### config.mk
export PLATFORM = sky130hd
export DESIGN_NAME = distributed_mode_agreement_fsm
export DESIGN_NICKNAME = d
export VERILOG_FILES = /design/src/hdl/dmaf_pkg.sv /design/src/hdl/dmaf_table.sv /design/src/hdl/dmaf_scan.sv /design/src/hdl/distributed_mode_agreement_fsm.sv
export SDC_FILE = /design/constraint.sdc
export NUM_CORES = 1
export LEC_CHECK = 0
export ABC_CLOCK_PERIOD_IN_PS = 4800
export BUFFER_PORTS_ARGS = -buffer_cell sky130_fd_sc_hd__buf_2
export CAP_MARGIN = 20
export CORE_MARGIN = 3
export CORE_UTILIZATION = 45
export DETAILED_ROUTE_END_ITERATION = 8
export SYNTH_ARGS = -nofsm -noshare
export SYNTH_HDL_FRONTEND = slang
export SYNTH_HIERARCHICAL = 1
export SYNTH_SLANG_ARGS = --single-unit
### constraint.sdc
create_clock -name clk -period 4.8 [get_ports clk]
set_input_delay 0.48 -clock clk [delete_from_list [all_inputs] [get_ports clk]]
set_output_delay 0.48 -clock clk [all_outputs]
set_load 0.05 [all_outputs]
### src/hdl/dmaf_pkg.sv
// ----------------------------------------------------------------------------
// dmaf_pkg
// shared codes, register indexes and interface types of the mode agreement
// block
// ----------------------------------------------------------------------------
package dmaf_pkg;

    localparam int DEF_MAX_STATIONS = 32;

    // station state codes, bit1 reset flag, bit0 run flag
    localparam logic [1:0] CODE_EXIT  = 2'd0;
    localparam logic [1:0] CODE_RUN   = 2'd1;
    localparam logic [1:0] CODE_RESET = 2'd2;
    localparam logic [1:0] CODE_READY = 2'd3;

    // configuration register indexes
    localparam int CFG_IDX_W = 2;
    localparam logic [CFG_IDX_W-1:0] REG_LOCAL_INDEX   = 2'd0;
    localparam logic [CFG_IDX_W-1:0] REG_STATION_COUNT = 2'd1;

    localparam int SLOT_W  = 5;
    localparam int COUNT_W = 6;

    typedef struct packed {
        logic       clear;
        logic       take;
        logic       hit;
        logic [1:0] mid_code;
    } scan_ctrl_t;

    typedef struct packed {
        logic all_reset;
        logic any_reset;
        logic all_run;
    } scan_res_t;

endpackage

### src/hdl/dmaf_table.sv
// ----------------------------------------------------------------------------
// dmaf_table
// station flag memory, one write and one registered read port, with
// per-entry valid bits so unwritten entries read as exit
// ----------------------------------------------------------------------------
module dmaf_table #(
    parameter int MAX_STATIONS = dmaf_pkg::DEF_MAX_STATIONS,
    parameter int IDXW         = (MAX_STATIONS > 1) ? $clog2(MAX_STATIONS) : 1
) (
    input  logic            clk,
    input  logic            rst_n,
    input  logic            wr_en,
    input  logic [IDXW-1:0] wr_addr,
    input  logic [1:0]      wr_data,
    input  logic            rd_en,
    input  logic [IDXW-1:0] rd_addr,
    output logic [1:0]      rd_data
);

    logic [1:0]              mem [MAX_STATIONS];
    logic [MAX_STATIONS-1:0] valid_reg;
    logic [1:0]              rd_data_reg;
    logic                    rd_valid_reg;

    always_ff @(posedge clk)
    begin
        if (wr_en)
        begin
            mem[wr_addr] <= wr_data;
        end
        if (rd_en)
        begin
            rd_data_reg <= mem[rd_addr];
        end
    end

    always_ff @(posedge clk or negedge rst_n)
    begin
        if (!rst_n)
        begin
            valid_reg    <= '0;
            rd_valid_reg <= 1'b0;
        end
        else
        begin
            if (wr_en)
            begin
                valid_reg[wr_addr] <= 1'b1;
            end
            if (rd_en)
            begin
                rd_valid_reg <= valid_reg[rd_addr];
            end
        end
    end

    // never-written entries read as exit
    assign rd_data = rd_valid_reg ? rd_data_reg : dmaf_pkg::CODE_EXIT;

endmodule

### src/hdl/dmaf_scan.sv
// ----------------------------------------------------------------------------
// dmaf_scan
// shared check unit: folds one table entry per cycle, while take is high,
// into the all-reset, any-reset and all-run results
// ----------------------------------------------------------------------------
module dmaf_scan (
    input  logic                  clk,
    input  logic                  rst_n,
    input  dmaf_pkg::scan_ctrl_t  ctrl,
    input  logic [1:0]            rd_data,
    output dmaf_pkg::scan_res_t   res
);

    logic       all_reset_reg;
    logic       any_reset_reg;
    logic       all_run_reg;
    logic [1:0] flags;

    // the local slot is seen with its updated code
    assign flags = ctrl.hit ? ctrl.mid_code : rd_data;

    always_ff @(posedge clk or negedge rst_n)
    begin
        if (!rst_n)
        begin
            all_reset_reg <= 1'b1;
            any_reset_reg <= 1'b0;
            all_run_reg   <= 1'b1;
        end
        else if (ctrl.clear)
        begin
            all_reset_reg <= 1'b1;
            any_reset_reg <= 1'b0;
            all_run_reg   <= 1'b1;
        end
        else if (ctrl.take)
        begin
            all_reset_reg <= all_reset_reg & flags[1];
            any_reset_reg <= any_reset_reg | flags[1];
            all_run_reg   <= all_run_reg & flags[0];
        end
    end

    assign res.all_reset = all_reset_reg;
    assign res.any_reset = any_reset_reg;
    assign res.all_run   = all_run_reg;

`ifndef NO_ASSERTIONS
    a_any_vs_all: assert property (@(posedge clk) disable iff (!rst_n)
        $past(ctrl.take) && !$past(ctrl.clear) && !$past(all_reset_reg)
            |-> !all_reset_reg)
        else $error("all-reset result recovered without a clear");
`endif

endmodule

### src/hdl/distributed_mode_agreement_fsm.sv
// ----------------------------------------------------------------------------
// distributed_mode_agreement_fsm
// station mode agreement machine: stores peer status reports in a flag
// table and steps the local exit/reset/ready/run machine
// ----------------------------------------------------------------------------
//  channel   direction  beat contents
//  s_*       in         one peer status report
//  m_*       out        local state, broadcast count, removal clear pulse
//  cfg_*     in         register write: 0 local_index, 1 station_count
//
//  with n = min(station_count, MAX_STATIONS), a report taken in idle passes
//  through the access, local, scan and decide states; the scan covers n
//  entries, the check unit reading one table entry per cycle through the
//  single table read port
//  s_tready is high only while the machine is idle; a stalled result waits in
//  the output register, and the next report is taken once it has been stored
//  reset clears the table valid bits, local_index to 0, station_count to 1
//  cfg_ready is always high; writes belong to idle periods
// ----------------------------------------------------------------------------
module distributed_mode_agreement_fsm #(
    parameter int MAX_STATIONS = dmaf_pkg::DEF_MAX_STATIONS
) (
    input  logic                           clk,
    input  logic                           rst_n,
    input  logic                           s_tvalid,
    output logic                           s_tready,
    input  logic [7:0]                     s_tdata,   // peer_index[4:0], peer_reset, peer_run
    output logic                           m_tvalid,
    input  logic                           m_tready,
    output logic [7:0]                     m_tdata,   // local_state[1:0], broadcasts[1:0], clear_removal
    input  logic                           cfg_valid,
    output logic                           cfg_ready,
    input  logic [dmaf_pkg::CFG_IDX_W-1:0] cfg_index,
    input  logic [dmaf_pkg::COUNT_W-1:0]   cfg_data
);

    localparam int IDXW = (MAX_STATIONS > 1) ? $clog2(MAX_STATIONS) : 1;
    localparam int CNTW = $clog2(MAX_STATIONS + 1);

    typedef enum logic [2:0] {
        ST_IDLE,
        ST_ACCESS,
        ST_LOCAL,
        ST_SCAN,
        ST_DECIDE
    } state_t;

    state_t                        state_reg;
    logic [dmaf_pkg::SLOT_W-1:0]   local_index_reg;
    logic [dmaf_pkg::COUNT_W-1:0]  station_count_reg;
    logic [IDXW-1:0]               peer_reg;
    logic [IDXW-1:0]               me_reg;
    logic [1:0]                    pcode_reg;
    logic [1:0]                    lcode_reg;
    logic [1:0]                    mid_reg;
    logic [CNTW-1:0]               scan_cnt_reg;
    logic                          pend_reg;
    logic [IDXW-1:0]               pend_addr_reg;
    logic                          m_tvalid_reg;
    logic [4:0]                    m_data_reg;

    logic [CNTW-1:0]               scan_len;
    logic                          scan_empty;
    logic                          out_free;
    logic                          tbl_wr_en;
    logic [IDXW-1:0]               tbl_wr_addr;
    logic [1:0]                    tbl_wr_data;
    logic                          tbl_rd_en;
    logic [IDXW-1:0]               tbl_rd_addr;
    logic [1:0]                    tbl_rd_data;
    logic [1:0]                    mid_code;
    logic [1:0]                    fin_code;
    logic [1:0]                    sends;
    logic                          clr;
    dmaf_pkg::scan_ctrl_t          scan_ctrl;
    dmaf_pkg::scan_res_t           scan_res;

    // slot wrap as a small constant table
    function automatic logic [IDXW-1:0] slot_of(input logic [dmaf_pkg::SLOT_W-1:0] v);
        logic [IDXW-1:0] r;
        r = '0;
        for (int k = 0; k < (1 << dmaf_pkg::SLOT_W); k++)
        begin
            if (v == dmaf_pkg::SLOT_W'(k))
            begin
                r = IDXW'(k % MAX_STATIONS);
            end
        end
        return r;
    endfunction

    always_comb
    begin
        if (32'(station_count_reg) > 32'(MAX_STATIONS))
        begin
            scan_len = CNTW'(MAX_STATIONS);
        end
        else
        begin
            scan_len = CNTW'(station_count_reg);
        end
    end

    assign scan_empty = (station_count_reg == '0);
    assign out_free   = !m_tvalid_reg || m_tready;

    // final decision from the local code, peer code and check results
    always_comb
    begin
        fin_code = lcode_reg;
        sends    = 2'd0;
        clr      = 1'b0;
        case (lcode_reg)
            dmaf_pkg::CODE_EXIT:
            begin
                if (pcode_reg == dmaf_pkg::CODE_RESET)
                begin
                    fin_code = dmaf_pkg::CODE_RESET;
                    sends    = 2'd1;
                    clr      = 1'b1;
                end
            end
            dmaf_pkg::CODE_RESET:
            begin
                if (pcode_reg == dmaf_pkg::CODE_RESET || pcode_reg == dmaf_pkg::CODE_READY)
                begin
                    if (!scan_empty && scan_res.all_reset)
                    begin
                        fin_code = dmaf_pkg::CODE_READY;
                        sends    = 2'd1;
                    end
                end
                else if (pcode_reg == dmaf_pkg::CODE_EXIT && !scan_res.any_reset)
                begin
                    fin_code = dmaf_pkg::CODE_EXIT;
                    sends    = 2'd1;
                end
            end
            dmaf_pkg::CODE_READY:
            begin
                if (pcode_reg == dmaf_pkg::CODE_READY || pcode_reg == dmaf_pkg::CODE_RUN)
                begin
                    if (!scan_empty && scan_res.all_run)
                    begin
                        fin_code = dmaf_pkg::CODE_RUN;
                        sends    = 2'd1;
                    end
                end
                else if (pcode_reg == dmaf_pkg::CODE_EXIT)
                begin
                    fin_code = dmaf_pkg::CODE_EXIT;
                    sends    = 2'd1;
                end
            end
            default:
            begin
                fin_code = mid_reg;
                if (mid_reg != lcode_reg)
                begin
                    sends = 2'd1;
                end
                // second exit when a scanned station is not running
                if (!scan_res.all_run)
                begin
                    fin_code = dmaf_pkg::CODE_EXIT;
                    sends    = sends + 2'd1;
                end
            end
        endcase
    end

    // run state drops to exit on a peer in exit or reset before the scan
    always_comb
    begin
        mid_code = tbl_rd_data;
        if (tbl_rd_data == dmaf_pkg::CODE_RUN &&
            (pcode_reg == dmaf_pkg::CODE_EXIT || pcode_reg == dmaf_pkg::CODE_RESET))
        begin
            mid_code = dmaf_pkg::CODE_EXIT;
        end
    end

    // table port steering
    always_comb
    begin
        tbl_wr_en   = 1'b0;
        tbl_wr_addr = peer_reg;
        tbl_wr_data = pcode_reg;
        tbl_rd_en   = 1'b0;
        tbl_rd_addr = me_reg;
        case (state_reg)
            ST_ACCESS:
            begin
                tbl_wr_en = (peer_reg != me_reg);
                tbl_rd_en = 1'b1;
            end
            ST_SCAN:
            begin
                tbl_rd_en   = (scan_cnt_reg < scan_len);
                tbl_rd_addr = scan_cnt_reg[IDXW-1:0];
            end
            ST_DECIDE:
            begin
                tbl_wr_en   = out_free;
                tbl_wr_addr = me_reg;
                tbl_wr_data = fin_code;
            end
            default:
            begin
                tbl_wr_en = 1'b0;
            end
        endcase
    end

    assign scan_ctrl.clear    = (state_reg == ST_LOCAL);
    assign scan_ctrl.take     = (state_reg == ST_SCAN) && pend_reg;
    assign scan_ctrl.hit      = (pend_addr_reg == me_reg);
    assign scan_ctrl.mid_code = mid_reg;

    dmaf_table #(
        .MAX_STATIONS (MAX_STATIONS),
        .IDXW         (IDXW)
    ) u_table (
        .clk     (clk),
        .rst_n   (rst_n),
        .wr_en   (tbl_wr_en),
        .wr_addr (tbl_wr_addr),
        .wr_data (tbl_wr_data),
        .rd_en   (tbl_rd_en),
        .rd_addr (tbl_rd_addr),
        .rd_data (tbl_rd_data)
    );

    dmaf_scan u_scan (
        .clk     (clk),
        .rst_n   (rst_n),
        .ctrl    (scan_ctrl),
        .rd_data (tbl_rd_data),
        .res     (scan_res)
    );

    always_ff @(posedge clk or negedge rst_n)
    begin
        if (!rst_n)
        begin
            state_reg         <= ST_IDLE;
            local_index_reg   <= '0;
            station_count_reg <= dmaf_pkg::COUNT_W'(1);
            scan_cnt_reg      <= '0;
            pend_reg          <= 1'b0;
            m_tvalid_reg      <= 1'b0;
        end
        else
        begin
            if (cfg_valid && cfg_ready)
            begin
                if (cfg_index == dmaf_pkg::REG_LOCAL_INDEX)
                begin
                    local_index_reg <= cfg_data[dmaf_pkg::SLOT_W-1:0];
                end
                else if (cfg_index == dmaf_pkg::REG_STATION_COUNT)
                begin
                    station_count_reg <= cfg_data;
                end
            end

            // a new result beat takes the output register as the old one leaves
            if (state_reg == ST_DECIDE && out_free)
            begin
                m_tvalid_reg <= 1'b1;
            end
            else if (m_tready)
            begin
                m_tvalid_reg <= 1'b0;
            end

            case (state_reg)
                ST_IDLE:
                begin
                    if (s_tvalid)
                    begin
                        state_reg <= ST_ACCESS;
                    end
                end
                ST_ACCESS:
                begin
                    state_reg <= ST_LOCAL;
                end
                ST_LOCAL:
                begin
                    scan_cnt_reg <= '0;
                    pend_reg     <= 1'b0;
                    state_reg    <= ST_SCAN;
                end
                ST_SCAN:
                begin
                    if (scan_cnt_reg < scan_len)
                    begin
                        scan_cnt_reg <= scan_cnt_reg + CNTW'(1);
                        pend_reg     <= 1'b1;
                    end
                    else
                    begin
                        pend_reg <= 1'b0;
                        if (!pend_reg)
                        begin
                            state_reg <= ST_DECIDE;
                        end
                    end
                end
                ST_DECIDE:
                begin
                    if (out_free)
                    begin
                        state_reg <= ST_IDLE;
                    end
                end
                default:
                begin
                    state_reg <= ST_IDLE;
                end
            endcase
        end
    end

    // payload registers
    always_ff @(posedge clk)
    begin
        if (state_reg == ST_IDLE && s_tvalid)
        begin
            peer_reg  <= slot_of(s_tdata[4:0]);
            me_reg    <= slot_of(local_index_reg);
            pcode_reg <= {s_tdata[5], s_tdata[6]};
        end
        if (state_reg == ST_LOCAL)
        begin
            lcode_reg <= tbl_rd_data;
            mid_reg   <= mid_code;
        end
        if (state_reg == ST_SCAN)
        begin
            pend_addr_reg <= scan_cnt_reg[IDXW-1:0];
        end
        if (state_reg == ST_DECIDE && out_free)
        begin
            m_data_reg <= {clr, sends, fin_code};
        end
    end

    assign s_tready  = (state_reg == ST_IDLE);
    assign m_tvalid  = m_tvalid_reg;
    assign m_tdata   = {3'b000, m_data_reg};
    assign cfg_ready = 1'b1;

`ifndef NO_ASSERTIONS
    a_one_at_a_time: assert property (@(posedge clk) disable iff (!rst_n)
        s_tvalid && s_tready |=> !s_tready)
        else $error("report accepted while another is in progress");

    a_sends_range: assert property (@(posedge clk) disable iff (!rst_n)
        m_tvalid |-> m_tdata[3:2] != 2'd3)
        else $error("broadcast count out of range");

    a_clear_on_reset_entry: assert property (@(posedge clk) disable iff (!rst_n)
        m_tvalid && m_tdata[4] |-> m_tdata[1:0] == dmaf_pkg::CODE_RESET &&
                                   m_tdata[3:2] == 2'd1)
        else $error("removal clear without entering reset");

    a_scan_bound: assert property (@(posedge clk) disable iff (!rst_n)
        state_reg == ST_SCAN |-> scan_cnt_reg <= scan_len)
        else $error("scan counter ran past the station count");
`endif

endmodule

==> metrics.txt <==
Worst Path Required=4.97 ns; fraction of registers with async set/reset=38.7%; Max Fclk=301 MHz; max reg flops=64; fillers=1,224; Gates resized, CTS repair=0; Vias=3,899; max-cap violations=0; area delta synth->final=11.6%; WHS=0.218 ns; clk_lat worst skew=0.42 ns; Synth cell types=56; DRT Pass-1 Iters=4; vias per cell=5.51; setup TNS=0 ns; initial DRC count=386; critical path endpoint category=flip-flop; Slew Limit Fails=0; Syn Std Cell Area=6770 µm²; Bufs on Longest Clock Path=2; Worst setup SP type=flip-flop; final layout net count=539; PwrDens=597 nW/µm²; actual slew at the worst max-slew pin=0.953 ns; period utilization=69.3%; post-route ant nets=0; post-synthesis cell count=493; worst relative slew slack=36.3%; die width=129 µm; TritonCTS buffer count=17; crit path max fanout=25; GR Overflow Total=0; register area share after synthesis=62.3%; H-tree levels=4; Worst Clk Skew=0.00838 ns; Port Buf Inserts=26; core area=14,600 µm²; CTS Hold Buffers Added=0; Final Hold Vio Count=0; unrepaired setup endpoints after global routing=false; Ports=32; Leakage=2.87 nW; status=finished, final reports clean; Tightest Hold Check Type=input port to asynchronous set/reset pin; Die Area=16,500 µm²; root buffer cell=clkbuf_16; TritonCTS clock tree=done; number of remaining DRC errors=0; Synth warnings=6; maximum vdd ir drop=0.295 mV; final WL=13.4 mm; EDFF count, synth=92; Detail Placement HPWL=9.04 mm; crit path kind=flip-flop to flip-flop; initial antenna violation count=0; Cell Rows=44; GRT Total Usage=17.2%; postcts setup bufs=0; Synth Area per Inst=13.7 µm²; die height=129 µm; global-route wire length before repair=21.2 mm; min cycle time layout=3.33 ns; Final Setup Violations=0; vias in the first global route=3,804; Multi-input gate area=2340 µm²; Reg area=4220 µm²; total clock sinks=150; Crit path arrival time=3.50 ns; layout cells sized above 1=27.7%; Pwr Total=0.00451 W; routability congestion estimate from global placement=0.784; clock slew at reported path FFs=0.06 ns; Initial Util=46.2%; routed len/inst=18.9 µm; ant diodes=0; Synth Flop Type=edfxtp_1; largest net degree at the start of global routing=59; register bit count reported by yosys=150
## placed cells by master (no fill, tap or decap), types with 2 or more instances in the layout
cell,Yosys,routed
clkbuf_16,0,17
nand3b_1,9,9
and2_1,5,5
buf_2,5,26
o22ai_1,2,2
o31ai_1,2,2
o21ai_0,5,5
nand3_1,7,7
inv_1,7,7
nand2_2,1,2
a22oi_1,3,3
clkbuf_1,16,3
a31oi_1,2,2
conb_1,2,4
a21o_1,4,4
dfrtp_1,55,55
or3b_2,3,3
inv_6,0,2
a21oi_1,14,14
ha_1,7,7
clkinv_2,1,4
xor2_1,4,4
nor3_1,4,4
edfxtp_1,92,92
xnor2_1,8,8
nor2b_1,5,5
nand2_1,36,35
mux4_2,20,20
nor3b_1,3,3
buf_4,8,5
nand2b_1,10,10
a211oi_1,3,3
and3_1,2,2
dfstp_2,3,3
clkinv_4,0,3
nor2_1,46,46
bufinv_16,0,2
mux2_2,19,19
or2_2,33,33
mux2i_1,24,24
## worst max-delay path, cell delays in order (launching register included)
cell,delay (ns)
dfrtp_1,0.54
nand3b_4,0.20
clkinv_2,0.19
nand2_1,0.09
nand2_2,0.65
mux4_2,0.61
mux4_2,0.51
mux2_2,0.27
## Yosys cell counts (all sizes together), types with 4 or more instances
library cell	n	area (µm²)
a21oi	15	78.8
nor2	46	173
dfrtp	55	1380
xnor2	8	70.1
mux2	19	214
nand3b	10	87.6
a21o	4	30.0
nor2b	5	31.3
xor2	4	35.0
clkbuf	16	60.1
or2	33	206
nand2b	10	62.6
nor3	4	20.0
edfxtp	92	2760
mux4	20	450
ha	7	87.6
inv	7	26.3
buf	18	126
mux2i	24	240
nand3	7	35.0
and2	5	31.3
nand2	37	141
o21ai	6	33.8
## cell type report
cell class,count,share of cell area (%)
Sequential cell,150,55.8
Multi-Input combinational cell,303,31.0
Clock buffer,20,5.78
Tap cell,184,3.05
Timing Repair Buffer,31,2.22
Clock inverter,12,1.72
Inverter,8,0.414
## logic make-up after synthesis
group	Yosys count	synth area share, %
and+or+nand+nor	170	13.2
DFF	150	62.3
muxes	63	13.4
AOI/OAI and AO/OA	47	4.95
buffers and inverters	42	3.22
xor gates and xnor gates	12	1.55
adders and majority gates	7	1.29
other	2	0.111
## metrics by stage
stage | area (µm²) | utilization, % | worst slack, ns | instances
after floorplan | 6780 | - | 2.06 | 495
final | 7560 | 51.6 | 1.47 | 708
after CTS | 7560 | 51.6 | 1.42 | 708
after detailed placement | 6990 | 47.7 | 1.44 | 676
after global placement | 6990 | 47.7 | 1.47 | 676
after global routing | 7560 | 51.6 | 1.24 | 708
## final timing paths
path,start,cells after the start,to,slack [ns]
hold reg to reg,local_index_reg[0],0,me_reg[0],0.45
setup / recovery,state_reg[1],7,u_table/rd_data_reg[1],1.47
min in group clk,s_tdata[2],1,peer_reg[2],0.23
max in group asynchronous,rst_n,2,local_index_reg[4],4.07
hold / removal,rst_n,2,u_table/valid_reg[2],0.22
setup reg to reg,state_reg[1],7,u_table/rd_data_reg[1],1.47
## routing by layer
metal | vias to the layer above | GRT usage (%) | wire, µm
met5 | - | 0 | 0
met2 | 103 | 26.5 | 6410
met3 | 13 | 5.06 | 751
li1 | 1810 | - | -
met4 | 0 | 5.19 | 159
met1 | 1973 | 24.1 | 6030
## report_power, final
part,switching (W),internal [W],leakage [nW]
registers,0.000187,0.00168,1.53
clock network,0.000508,0.000765,0.276
logic,0.000752,0.000620,1.06
total,0.00145,0.00306,2.87
(Power assumes the default switching activity.)
